[src/arpc_pkg.sv]
// Package of the IP-to-MAC address cache: field widths, operation codes,
// controller states and the command/status structs. No dependencies.
`default_nettype none

package arpc_pkg;

  localparam int unsigned IpW    = 32;
  localparam int unsigned MacW   = 48;
  localparam int unsigned TimeW  = 48;
  localparam int unsigned TmoW   = 32;
  localparam int unsigned InDataW  = 128;  // ip, mac, now packed
  localparam int unsigned OutDataW = 48;   // mac_result

  localparam logic [TmoW-1:0] TimeoutReset = 32'd60000;

  typedef enum logic {
    OP_LEARN  = 1'b0,
    OP_LOOKUP = 1'b1
  } op_e;

  typedef enum logic [1:0] {
    S_IDLE,
    S_SCAN,
    S_WRITE,
    S_DONE
  } state_e;

  // Controller to datapath
  typedef struct packed {
    logic load;    // capture an input item and restart the scan
    logic scan;    // issue table reads and evaluate returned entries
    logic commit;  // write the learnt mapping into the chosen slot
    logic emit;    // move the result into the output register
  } ctrl_cmd_t;

  // Datapath to controller
  typedef struct packed {
    logic scan_done;  // last entry evaluated or the scan stopped early
    logic is_learn;   // current item is a learn
    logic out_free;   // output register can take a result this cycle
  } dp_status_t;

endpackage

`default_nettype wire

[src/arp_cache_learn_lookup.sv]
// One item in flight: a new input item is accepted only after the result
// of the last one has moved into the output register.
// Each item runs an entry scan: one table read per cycle through a
// single registered read port, then a write-back state for a learn.
// A lookup that hits a fresh entry or a learn that matches stops the scan early.
// Reset (rst_ni low, asynchronous) clears all valid bits and sets the timeout to 60000.
`default_nettype none

module arp_cache_learn_lookup import arpc_pkg::*; #(
  parameter int unsigned ENTRIES = 16
) (
  input  wire logic                clk_i,
  input  wire logic                rst_ni,
  // input item stream
  input  wire logic                s_axis_tvalid,
  output logic                     s_axis_tready,
  input  wire logic [InDataW-1:0]  s_axis_tdata,   // [31:0] ip_addr, [79:32] mac_addr,
                                                   // [127:80] now_ms
  input  wire logic                s_axis_tuser,   // [0] operation
  // result stream
  output logic                     m_axis_tvalid,
  input  wire logic                m_axis_tready,
  output logic [OutDataW-1:0]      m_axis_tdata,   // [47:0] mac_result
  output logic                     m_axis_tuser,   // [0] found
  // timeout register write channel
  input  wire logic                cfg_valid_i,
  output logic                     cfg_ready_o,
  input  wire logic [TmoW-1:0]     cfg_data_i
);

  ctrl_cmd_t  cmd;
  dp_status_t status;

  assign cfg_ready_o = 1'b1;

  arpc_ctrl u_ctrl (
    .clk_i     (clk_i),
    .rst_ni    (rst_ni),
    .s_valid_i (s_axis_tvalid),
    .s_ready_o (s_axis_tready),
    .status_i  (status),
    .cmd_o     (cmd)
  );

  arpc_datapath #(
    .ENTRIES (ENTRIES)
  ) u_dp (
    .clk_i       (clk_i),
    .rst_ni      (rst_ni),
    .cmd_i       (cmd),
    .status_o    (status),
    .in_op_i     (s_axis_tuser),
    .in_ip_i     (s_axis_tdata[IpW-1:0]),
    .in_mac_i    (s_axis_tdata[IpW+MacW-1:IpW]),
    .in_now_i    (s_axis_tdata[IpW+MacW+TimeW-1:IpW+MacW]),
    .cfg_we_i    (cfg_valid_i),
    .cfg_data_i  (cfg_data_i),
    .out_valid_o (m_axis_tvalid),
    .out_ready_i (m_axis_tready),
    .out_found_o (m_axis_tuser),
    .out_mac_o   (m_axis_tdata)
  );

endmodule

`default_nettype wire

[src/arpc_ctrl.sv]
// Controller of the address cache: sequences load, scan, write-back and
// result transfer. Depends on arpc_pkg.
`default_nettype none

module arpc_ctrl import arpc_pkg::*; (
  input  wire logic       clk_i,
  input  wire logic       rst_ni,
  input  wire logic       s_valid_i,
  output logic            s_ready_o,
  input  wire dp_status_t status_i,
  output ctrl_cmd_t       cmd_o
);

  state_e state_q, state_d;

  // State register
  always_ff @(posedge clk_i or negedge rst_ni) begin
    if (!rst_ni) begin
      state_q <= S_IDLE;
    end else begin
      state_q <= state_d;
    end
  end

  // Next state and commands
  always_comb begin
    state_d   = state_q;
    cmd_o     = '0;
    s_ready_o = 1'b0;
    case (state_q)
      S_IDLE: begin
        s_ready_o = 1'b1;
        if (s_valid_i) begin
          cmd_o.load = 1'b1;
          state_d    = S_SCAN;
        end
      end
      S_SCAN: begin
        cmd_o.scan = 1'b1;
        if (status_i.scan_done) begin
          state_d = status_i.is_learn ? S_WRITE : S_DONE;
        end
      end
      S_WRITE: begin
        cmd_o.commit = 1'b1;
        state_d      = S_DONE;
      end
      S_DONE: begin
        if (status_i.out_free) begin
          cmd_o.emit = 1'b1;
          state_d    = S_IDLE;
        end
      end
      default: begin
        state_d = S_IDLE;
      end
    endcase
  end

endmodule

`default_nettype wire

[src/arpc_datapath.sv]
// Datapath of the address cache: item registers, entry tables, valid bits,
// scan trackers, timeout register and output register. Depends on arpc_pkg.
`default_nettype none

module arpc_datapath import arpc_pkg::*; #(
  parameter int unsigned ENTRIES = 16
) (
  input  wire logic                clk_i,
  input  wire logic                rst_ni,
  input  wire ctrl_cmd_t           cmd_i,
  output dp_status_t               status_o,
  input  wire logic                in_op_i,
  input  wire logic [IpW-1:0]      in_ip_i,
  input  wire logic [MacW-1:0]     in_mac_i,
  input  wire logic [TimeW-1:0]    in_now_i,
  input  wire logic                cfg_we_i,
  input  wire logic [TmoW-1:0]     cfg_data_i,
  output logic                     out_valid_o,
  input  wire logic                out_ready_i,
  output logic                     out_found_o,
  output logic [MacW-1:0]          out_mac_o
);

  localparam int unsigned IdxW = (ENTRIES > 1) ? $clog2(ENTRIES) : 1;
  localparam logic [IdxW-1:0] LastIdx = IdxW'(ENTRIES - 1);

  // Entry tables
  logic [IpW-1:0]   ip_mem    [ENTRIES];
  logic [MacW-1:0]  mac_mem   [ENTRIES];
  logic [TimeW-1:0] stamp_mem [ENTRIES];
  logic [ENTRIES-1:0] valid_q;

  // Item and configuration
  logic [TmoW-1:0]  timeout_q;
  logic             op_q;
  logic [IpW-1:0]   ip_q;
  logic [MacW-1:0]  mac_q;
  logic [TimeW-1:0] now_q;

  // Scan pipeline
  logic [IdxW-1:0]  rd_ptr_q;
  logic             issue_q;
  logic [IdxW-1:0]  eval_ptr_q;
  logic             eval_vld_q;
  logic [IpW-1:0]   rd_ip_q;
  logic [MacW-1:0]  rd_mac_q;
  logic [TimeW-1:0] rd_stamp_q;

  // Trackers
  logic             match_q, inv_q, min_vld_q, found_q;
  logic [IdxW-1:0]  match_idx_q, inv_idx_q, min_idx_q;
  logic [TimeW-1:0] min_stamp_q;
  logic [MacW-1:0]  hit_mac_q;

  // Output register
  logic             out_valid_q, out_found_q;
  logic [MacW-1:0]  out_mac_q;

  logic             ent_valid, ent_hit, fresh, stop, older;
  logic [TimeW:0]   age;
  logic [IdxW-1:0]  tgt_idx;

  // Evaluate the entry returned by the table read
  always_comb begin
    ent_valid = valid_q[eval_ptr_q];
    ent_hit   = eval_vld_q && ent_valid && (rd_ip_q == ip_q);
    age       = {1'b0, now_q} - {1'b0, rd_stamp_q};
    fresh     = !age[TimeW] && (age[TimeW-1:0] < {{(TimeW-TmoW){1'b0}}, timeout_q});
    stop      = ent_hit && ((op_q == OP_LEARN) || fresh);
    older     = rd_stamp_q < min_stamp_q;
    tgt_idx   = match_q ? match_idx_q : (inv_q ? inv_idx_q : min_idx_q);
  end

  assign status_o.scan_done = eval_vld_q && (stop || (eval_ptr_q == LastIdx));
  assign status_o.is_learn  = (op_q == OP_LEARN);
  assign status_o.out_free  = !out_valid_q || out_ready_i;

  // Control state: valid bits, scan flags, trackers, output valid, timeout
  always_ff @(posedge clk_i or negedge rst_ni) begin
    if (!rst_ni) begin
      valid_q     <= '0;
      timeout_q   <= TimeoutReset;
      rd_ptr_q    <= '0;
      issue_q     <= 1'b0;
      eval_vld_q  <= 1'b0;
      match_q     <= 1'b0;
      inv_q       <= 1'b0;
      min_vld_q   <= 1'b0;
      found_q     <= 1'b0;
      out_valid_q <= 1'b0;
    end else begin
      if (cfg_we_i) begin
        timeout_q <= cfg_data_i;
      end
      if (cmd_i.load) begin
        rd_ptr_q   <= '0;
        issue_q    <= 1'b1;
        eval_vld_q <= 1'b0;
        match_q    <= 1'b0;
        inv_q      <= 1'b0;
        min_vld_q  <= 1'b0;
        found_q    <= 1'b0;
      end
      if (cmd_i.scan) begin
        // advance the read pointer
        if (issue_q) begin
          rd_ptr_q   <= rd_ptr_q + 1'b1;
          issue_q    <= (rd_ptr_q != LastIdx);
          eval_vld_q <= 1'b1;
        end else begin
          eval_vld_q <= 1'b0;
        end
        // track the outcome of the returned entry
        if (eval_vld_q) begin
          if (op_q == OP_LOOKUP) begin
            if (ent_hit && fresh) begin
              found_q <= 1'b1;
            end else if (ent_hit) begin
              valid_q[eval_ptr_q] <= 1'b0;
            end
          end else begin
            if (ent_hit && !match_q) begin
              match_q <= 1'b1;
            end
            if (!ent_valid && !inv_q) begin
              inv_q <= 1'b1;
            end
            if (ent_valid) begin
              min_vld_q <= 1'b1;
            end
          end
        end
      end
      if (cmd_i.commit) begin
        valid_q[tgt_idx] <= 1'b1;
      end
      // hold the result until transferred
      if (cmd_i.emit) begin
        out_valid_q <= 1'b1;
      end else if (out_ready_i) begin
        out_valid_q <= 1'b0;
      end
    end
  end

  // Payload registers
  always_ff @(posedge clk_i) begin
    if (cmd_i.load) begin
      op_q  <= in_op_i;
      ip_q  <= in_ip_i;
      mac_q <= in_mac_i;
      now_q <= in_now_i;
    end
    if (cmd_i.scan) begin
      if (issue_q) begin
        eval_ptr_q <= rd_ptr_q;
      end
      if (eval_vld_q) begin
        if (op_q == OP_LOOKUP) begin
          if (ent_hit && fresh) begin
            hit_mac_q <= rd_mac_q;
          end
        end else begin
          if (ent_hit && !match_q) begin
            match_idx_q <= eval_ptr_q;
          end
          if (!ent_valid && !inv_q) begin
            inv_idx_q <= eval_ptr_q;
          end
          if (ent_valid && (!min_vld_q || older)) begin
            min_stamp_q <= rd_stamp_q;
            min_idx_q   <= eval_ptr_q;
          end
        end
      end
    end
    if (cmd_i.emit) begin
      out_found_q <= found_q;
      out_mac_q   <= found_q ? hit_mac_q : '0;
    end
  end

  // Table read port
  always_ff @(posedge clk_i) begin
    if (cmd_i.scan && issue_q) begin
      rd_ip_q    <= ip_mem[rd_ptr_q];
      rd_mac_q   <= mac_mem[rd_ptr_q];
      rd_stamp_q <= stamp_mem[rd_ptr_q];
    end
  end

  // Table write port
  always_ff @(posedge clk_i) begin
    if (cmd_i.commit) begin
      ip_mem[tgt_idx]    <= ip_q;
      mac_mem[tgt_idx]   <= mac_q;
      stamp_mem[tgt_idx] <= now_q;
    end
  end

  assign out_valid_o = out_valid_q;
  assign out_found_o = out_found_q;
  assign out_mac_o   = out_mac_q;

endmodule

`default_nettype wire

[config.mk]
export PLATFORM = sky130hd
export DESIGN_NAME = arp_cache_learn_lookup
export DESIGN_NICKNAME = d
export VERILOG_FILES = /design/src/arpc_pkg.sv /design/src/arp_cache_learn_lookup.sv /design/src/arpc_ctrl.sv /design/src/arpc_datapath.sv
export SDC_FILE = /design/constraint.sdc
export NUM_CORES = 2
export LEC_CHECK = 0
export BUFFER_PORTS_ARGS = -buffer_cell sky130_fd_sc_hd__buf_2
export CAP_MARGIN = 20
export CORE_ASPECT_RATIO = 0.8
export CORE_MARGIN = 4
export CORE_UTILIZATION = 67
export DETAILED_ROUTE_END_ITERATION = 10
export PLACE_DENSITY = 0.92
export SYNTH_ARGS = -nofsm -noshare
export SYNTH_HDL_FRONTEND = slang
export SYNTH_SLANG_ARGS = --single-unit
[constraint.sdc]
create_clock -name clk_i -period 19.9 [get_ports clk_i]
set_input_delay 0.995 -clock clk_i [delete_from_list [all_inputs] [get_ports clk_i]]
set_output_delay 0.995 -clock clk_i [all_outputs]
set_load 0.05 [all_outputs]
Word-level counts from Yosys, hierarchy flattened --
Memory sizes are Yosys's and may differ from the RTL's. A register that Yosys moved wholly into a read port is not among the register bits. Cells that the tools add are included.
Storage, ports and cells: word-level logic and storage cells 137, input port bits 166, flip-flop bits (word level) 351, bits in writable memories 2048, memories 3
Memories:
- u_dp.mac_mem | depth 16, bits a word 48, rd ports 1, clocked after memory_dff 1, wr ports 1, line arpc_datapath.sv:29 | logic [MacW-1:0] mac_mem [ENTRIES];
- u_dp.stamp_mem | depth 16, bits a word 48, rd ports 1, clocked after memory_dff 1, wr ports 1, line arpc_datapath.sv:30 | logic [TimeW-1:0] stamp_mem [ENTRIES];
- u_dp.ip_mem | depth 16, bits a word 32, rd ports 1, clocked after memory_dff 1, wr ports 1, line arpc_datapath.sv:28 | logic [IpW-1:0] ip_mem [ENTRIES];
Cells by class: bitwise gates (word level) 4, magnitude comparators 6, reductions and logical operators 31, $add $sub $neg 2, equality and inequality tests 9, multiplexer cells 59
Operator list (number):
- $mux W16 | 6
- $sub A48 B48 Y49 | 1
- $lt A48 B32 Y1 | 1
- $lt A48 B48 Y1 | 1
- $mux W1 | 41
- $eq A32 B32 Y1 | 1
- $mux W4 | 5
- $and A16 B16 Y16 | 1
- $not A16 Y16 | 1
- $or A16 B16 Y16 | 1
- $reduce_and A4 Y1 | 4
- $logic_and A1 B1 Y1 | 12
- $lt A4 B5 Y1 const B | 2
- $demux W1 S4 | 2
- $ge A4 B1 Y1 const B | 2
- $pmux W2 S4 | 1
- $logic_not A1 Y1 | 6
- $mux W2 | 3
- $ne A2 B2 Y1 const B | 3
- $add A4 B1 Y4 const B | 1
- $bmux W1 S4 | 1
- $eq A2 B2 Y1 const B | 2
- $eq A4 B4 Y1 const B | 1
- $logic_or A1 B1 Y1 | 4
- 7 further kinds | 8

Longest topological paths before layout --
depth in word-level cells 13, gate-level depth with buffers 23, depth with buffers taken out 22

Modules after synthesis --
A second synthesis with hierarchy kept.
Second synthesis, totals: cell total of the unflattened synthesis 4509, area total of the unflattened synthesis 98308.0 um2
By module, submodules not included:
- arpc_datapath | cells each 4488, instances 1, area an instance 98101.6 um2
- arpc_ctrl | cells each 19, instances 1, area an instance 195.2 um2
- arp_cache_learn_lookup | cells each 2, instances 1, area an instance 11.3 um2

Least setup slack after synthesis --
No wires, ideal clock.
kind reg-to-reg, start register u_dp.inv_q, end memory u_dp.ip_mem[10][0], enable pin, required time 19.283 ns, data arrival time 6.593 ns, cell stages (with the launch flop) 7, clock period less this slack 7.210 ns, slack 12.690 ns, path through dfrtp_1 clkbuf_1 mux2i_1 nor2_1 a21oi_1 nand3_1 nor2_1
On the way: cells in the longest elaborated chain, start to end 2
RTL lines:
- start, declared | line arpc_datapath.sv:50 | logic match_q, inv_q, min_vld_q, found_q;
- start signal, assigned | line arpc_datapath.sv:87 | inv_q <= 1'b0;
- start signal, assigned | line arpc_datapath.sv:100 | inv_q <= 1'b0;
- start signal, assigned | line arpc_datapath.sv:126 | inv_q <= 1'b1;
- $mux W4 (2 in series) | line arpc_datapath.sv:71 | tgt_idx = match_q ? match_idx_q : (inv_q ? inv_idx_q : min_idx_q);
- end, declared | line arpc_datapath.sv:28
No other way between the ends.

Final worst setup path --
start register u_dp.now_q[4], end register u_dp.hit_mac_q[6], enable pin
On the way: cells in the longest elaborated chain, start to end 5
RTL lines:
- start, declared | line arpc_datapath.sv:38 | logic [TimeW-1:0] now_q;
- start signal, assigned | line arpc_datapath.sv:152 | now_q <= in_now_i;
- $sub A48 B48 Y49 (*) | line arpc_datapath.sv:67 | age = {1'b0, now_q} - {1'b0, rd_stamp_q};
- $lt A48 B32 Y1 or $logic_not A1 Y1 (tied branches) | line arpc_datapath.sv:68 | fresh = !age[TimeW] && (age[TimeW-1:0] < {{(TimeW-TmoW){1'b0}}, timeout_q});
- $logic_and A1 B1 Y1 (*) | line arpc_datapath.sv:68
- $logic_and A1 B1 Y1 (*) | line arpc_datapath.sv:160 | if (ent_hit && fresh) begin
- $reduce_and A4 Y1 (no line) (*)
- end signal, assigned | line arpc_datapath.sv:161 | hit_mac_q <= rd_mac_q;
- end, declared | line arpc_datapath.sv:53 | logic [MacW-1:0] hit_mac_q;
Mark *: on every way between the ends. The rest lies on a longest branch, timed or not. A chain may end at the register's enable or synchronous reset.

==> impl_metrics.json <==
{
  "drt_iter0_markers": 10773,
  "synth-main-ff-cell": "edfxtp_1",
  "fp.coreArea_um2": 145000,
  "initial_core_util_pct": 67.4,
  "num_io_pins": 218,
  "crit_type": "reg -> reg",
  "fin_cells": 6866,
  "comb_power_share_pct": 26.0,
  "end_kind": "flop",
  "synth_compound_area_share_pct": 2.19,
  "synth_mux_area_share_pct": 14.9,
  "synth_top_area_share_pct": 75.7,
  "synth-edff-count": 2466,
  "cp-start-kind": "flop",
  "ys_warn_count": 0,
  "pwr-share-clk_pct": 27.7,
  "post_cts_buffers": 0,
  "cts_tree": "built",
  "p_per_area_nw_per_um2": 144,
  "clockBufferDepth": 3,
  "first_pass_iters": 9,
  "num_rows": 125,
  "synthesis.nets": 4732,
  "placed_cells": 6437,
  "swShare_pct": 31.7,
  "ant_nets": 0,
  "synthAdderAreaFrac_pct": 1.70,
  "drive_gt1_share_pct": 26.4,
  "synth_area_leaders": "edfxtp_1 (76%), mux4_2 (15%), ha_1 (1.7%)",
  "ys_top_cells_by_count": "edfxtp_1 (2466), mux4_2 (645), inv_1 (142), clkbuf_1 (135), ha_1 (131)",
  "grt_pass1_wl_mm": 400,
  "vdd_drop_max_uv": 123,
  "synthArstFlopShare_pct": 2.41,
  "n_fill_cell": 6946,
  "syn_to_final_growth_pct": 11.0,
  "drc_errors": 0,
  "die_w_um": 435,
  "relSlewSlack_pct": 20.4,
  "synthSimpleGateAreaFrac_pct": 1.97,
  "final_nets": 5059,
  "synth_xor_xnor_area_share_pct": 0.636,
  "fmax_mhz": 142,
  "antenna_found_initial": 16,
  "numCtsBuffers": 217,
  "die_y_um": 350,
  "rsz0062_at_grt": "no",
  "tns_ps": 0,
  "synth_cell_types": 76,
  "worst_pin_slew_ps": 1190,
  "grt_usage_pct": 37.6,
  "viasPerCell": 7.74,
  "syn-mean-instance-area_um2": 22.1,
  "htreeDepth": 4,
  "worstPathArrival_ps": 7520,
  "required_ps": 20350,
  "die_area_um2": 152000,
  "power.leakage_nw": 35.0,
  "finalCritPeriodShare_pct": 35.5,
  "outcome": "finished, final reports clean",
  "hold_class": "in -> reg",
  "gp_congestion": 0.937,
  "hold_viol": 0,
  "clkLatencyLatePin_ps": 870,
  "cts.clk_slew.worst_paths_ps": 80,
  "p_seq_share_pct": 46.3,
  "yosysSeqAreaShare_pct": 77.3,
  "synth_top_family_by_area": "multiplexers",
  "p_int_w": 0.0107,
  "fin_worst_skew_ps": 54.6,
  "grt_max_degree": 146,
  "yosys.area.top_type": "edfxtp_1",
  "syn_area_um2": 97800,
  "p_sw_w": 0.00494,
  "place_hpwl_mm": 145,
  "wirelength_mm": 289,
  "synth_seq_cells": 2527,
  "io_buffer_count": 216,
  "fin_crit_ps": 7060,
  "yosysMostFrequentCell": "edfxtp_1",
  "wl_per_cell_um": 42.2,
  "netlist_instances": 4434,
  "maxCapViolCount": 0,
  "clockRootBuffer": "clkbuf_16",
  "clock-sinks": 2527,
  "grt_pass1_vias": 52244,
  "slew_viol_final": 0,
  "crit_fanout": 49,
  "power_w": 0.0156,
  "grt_overflow_total": 0,
  "setup_viol": 0,
  "vias": 53168
}
flip-flops by register name, indices dropped and copies added, names as in the netlist, 16 cells and up:
register,cells
u_dp.hit_mac_q,48
u_dp.mac_mem,768
u_dp.mac_q,48
u_dp.out_mac_o,48
u_dp.ip_q,32
u_dp.valid_q,16
u_dp.now_q,48
u_dp.ip_mem,512
u_dp.timeout_q,32
u_dp.rd_mac_q,48
u_dp.rd_ip_q,32
u_dp.min_stamp_q,48
u_dp.rd_stamp_q,48
u_dp.stamp_mem,768
layout make-up:
| cell class | count | area [um^2] | area share [%] |
|---|---|---|---|
| flip-flops and latches | 2527 | 75600 | 69.7 |
| multi-input cells | 1575 | 21100 | 19.4 |
| clock buffers | 287 | 5860 | 5.40 |
| well taps | 1905 | 2380 | 2.20 |
| repair buffers | 298 | 1920 | 1.77 |
| clock inverters | 119 | 1110 | 1.02 |
| inverters | 142 | 543 | 0.500 |
| diodes | 13 | 32.5 | 0.0300 |
cells in the final DEF, fill, tap and decap left out, types with 47 or more instances in the layout:
cell type / n
xor2_1: 49
clkbuf_1: 56
buf_2: 216
mux4_2: 645
o21ai_0: 98
dfrtp_1: 49
nor2_1: 47
a21oi_1: 89
inv_1: 140
ha_1: 131
nand2_1: 116
buf_4: 64
clkbuf_16: 219
edfxtp_1: 2466
and2_1: 51
metrics by stage:
step                      hold WS (ps)  worst slack (ps)  util, %  instance area (um^2)
after floorplan                    400             12690        -                 97800
after global placement             404             13290     69.8                101000
after detailed placement           405             12900     69.8                101000
after CTS                          276             12690     74.6                108000
after global routing               285             12600     74.8                109000
final                              316             12840     74.8                109000
routing by layer:
metal  GRT usage (%)  wire [um]  up-vias
li1                -          -    19097
met1            50.2      90200    26529
met2            59.5     140000     6192
met3            8.26      39000     1346
met4            20.1      20700        4
met5               0         34        -
kinds of logic after synthesis:
| kind of cell | Yosys count |
|---|---|
| DFF | 2527 |
| muxes | 653 |
| and+or+nand+nor | 380 |
| AOI/OAI and AO/OA | 338 |
| buffers and inverters | 332 |
| adders and majority gates | 132 |
| xor gates and xnor gates | 71 |
| other | 1 |
worst paths after layout:
kind	start	endpoint	slack, ps	cells past startpoint
max in group asynchronous	rst_ni	u_dp.rd_ptr_q[3]	18280	3
max	u_dp.now_q[4]	u_dp.hit_mac_q[6]	12840	20
min	s_axis_tdata[107]	u_dp.now_q[27]	320	1
max reg2reg	u_dp.now_q[4]	u_dp.hit_mac_q[6]	12840	20
min reg2reg	u_dp.rd_mac_q[10]	u_dp.hit_mac_q[10]	430	0
min in group asynchronous	rst_ni	u_dp.timeout_q[4]	510	2
critical path, stage by stage, from the launching register on:
cell and delay [ps]:
edfxtp_1 730, ha_1 560, o211ai_1 140, a21oi_1 250, nor2_1 110, o21ai_0 260
a21o_1 170, a21oi_1 70, xnor2_1 190, ha_1 280, a21o_1 180, a21oi_1 140
nor2b_1 60, a2111oi_0 680, o21ai_0 260, nand4_1 160, a21oi_1 90, nand4b_1 270
nor4_2 910, and2_2 300, buf_4 810
power by group through the flow:
stage / clock network, W / registers (W) / logic [W]
finish: 0.00432 / 0.00722 / 0.00405
global placement: 0 / 0.00713 / 0.00358
CTS: 0.00430 / 0.00717 / 0.00396
detailed placement: 0 / 0.00724 / 0.00381
floorplan: 0 / 0.00708 / 0.00274
global route: 0.00456 / 0.00723 / 0.00423
what timing repair did:
action	CTS	global route
resized for setup	0	0
endpoints found under the hold margin	5	0
hold buffers	1	0
endpoints found under the setup margin	0	0
No activity file was read; power rests on OpenSTA's default activity.
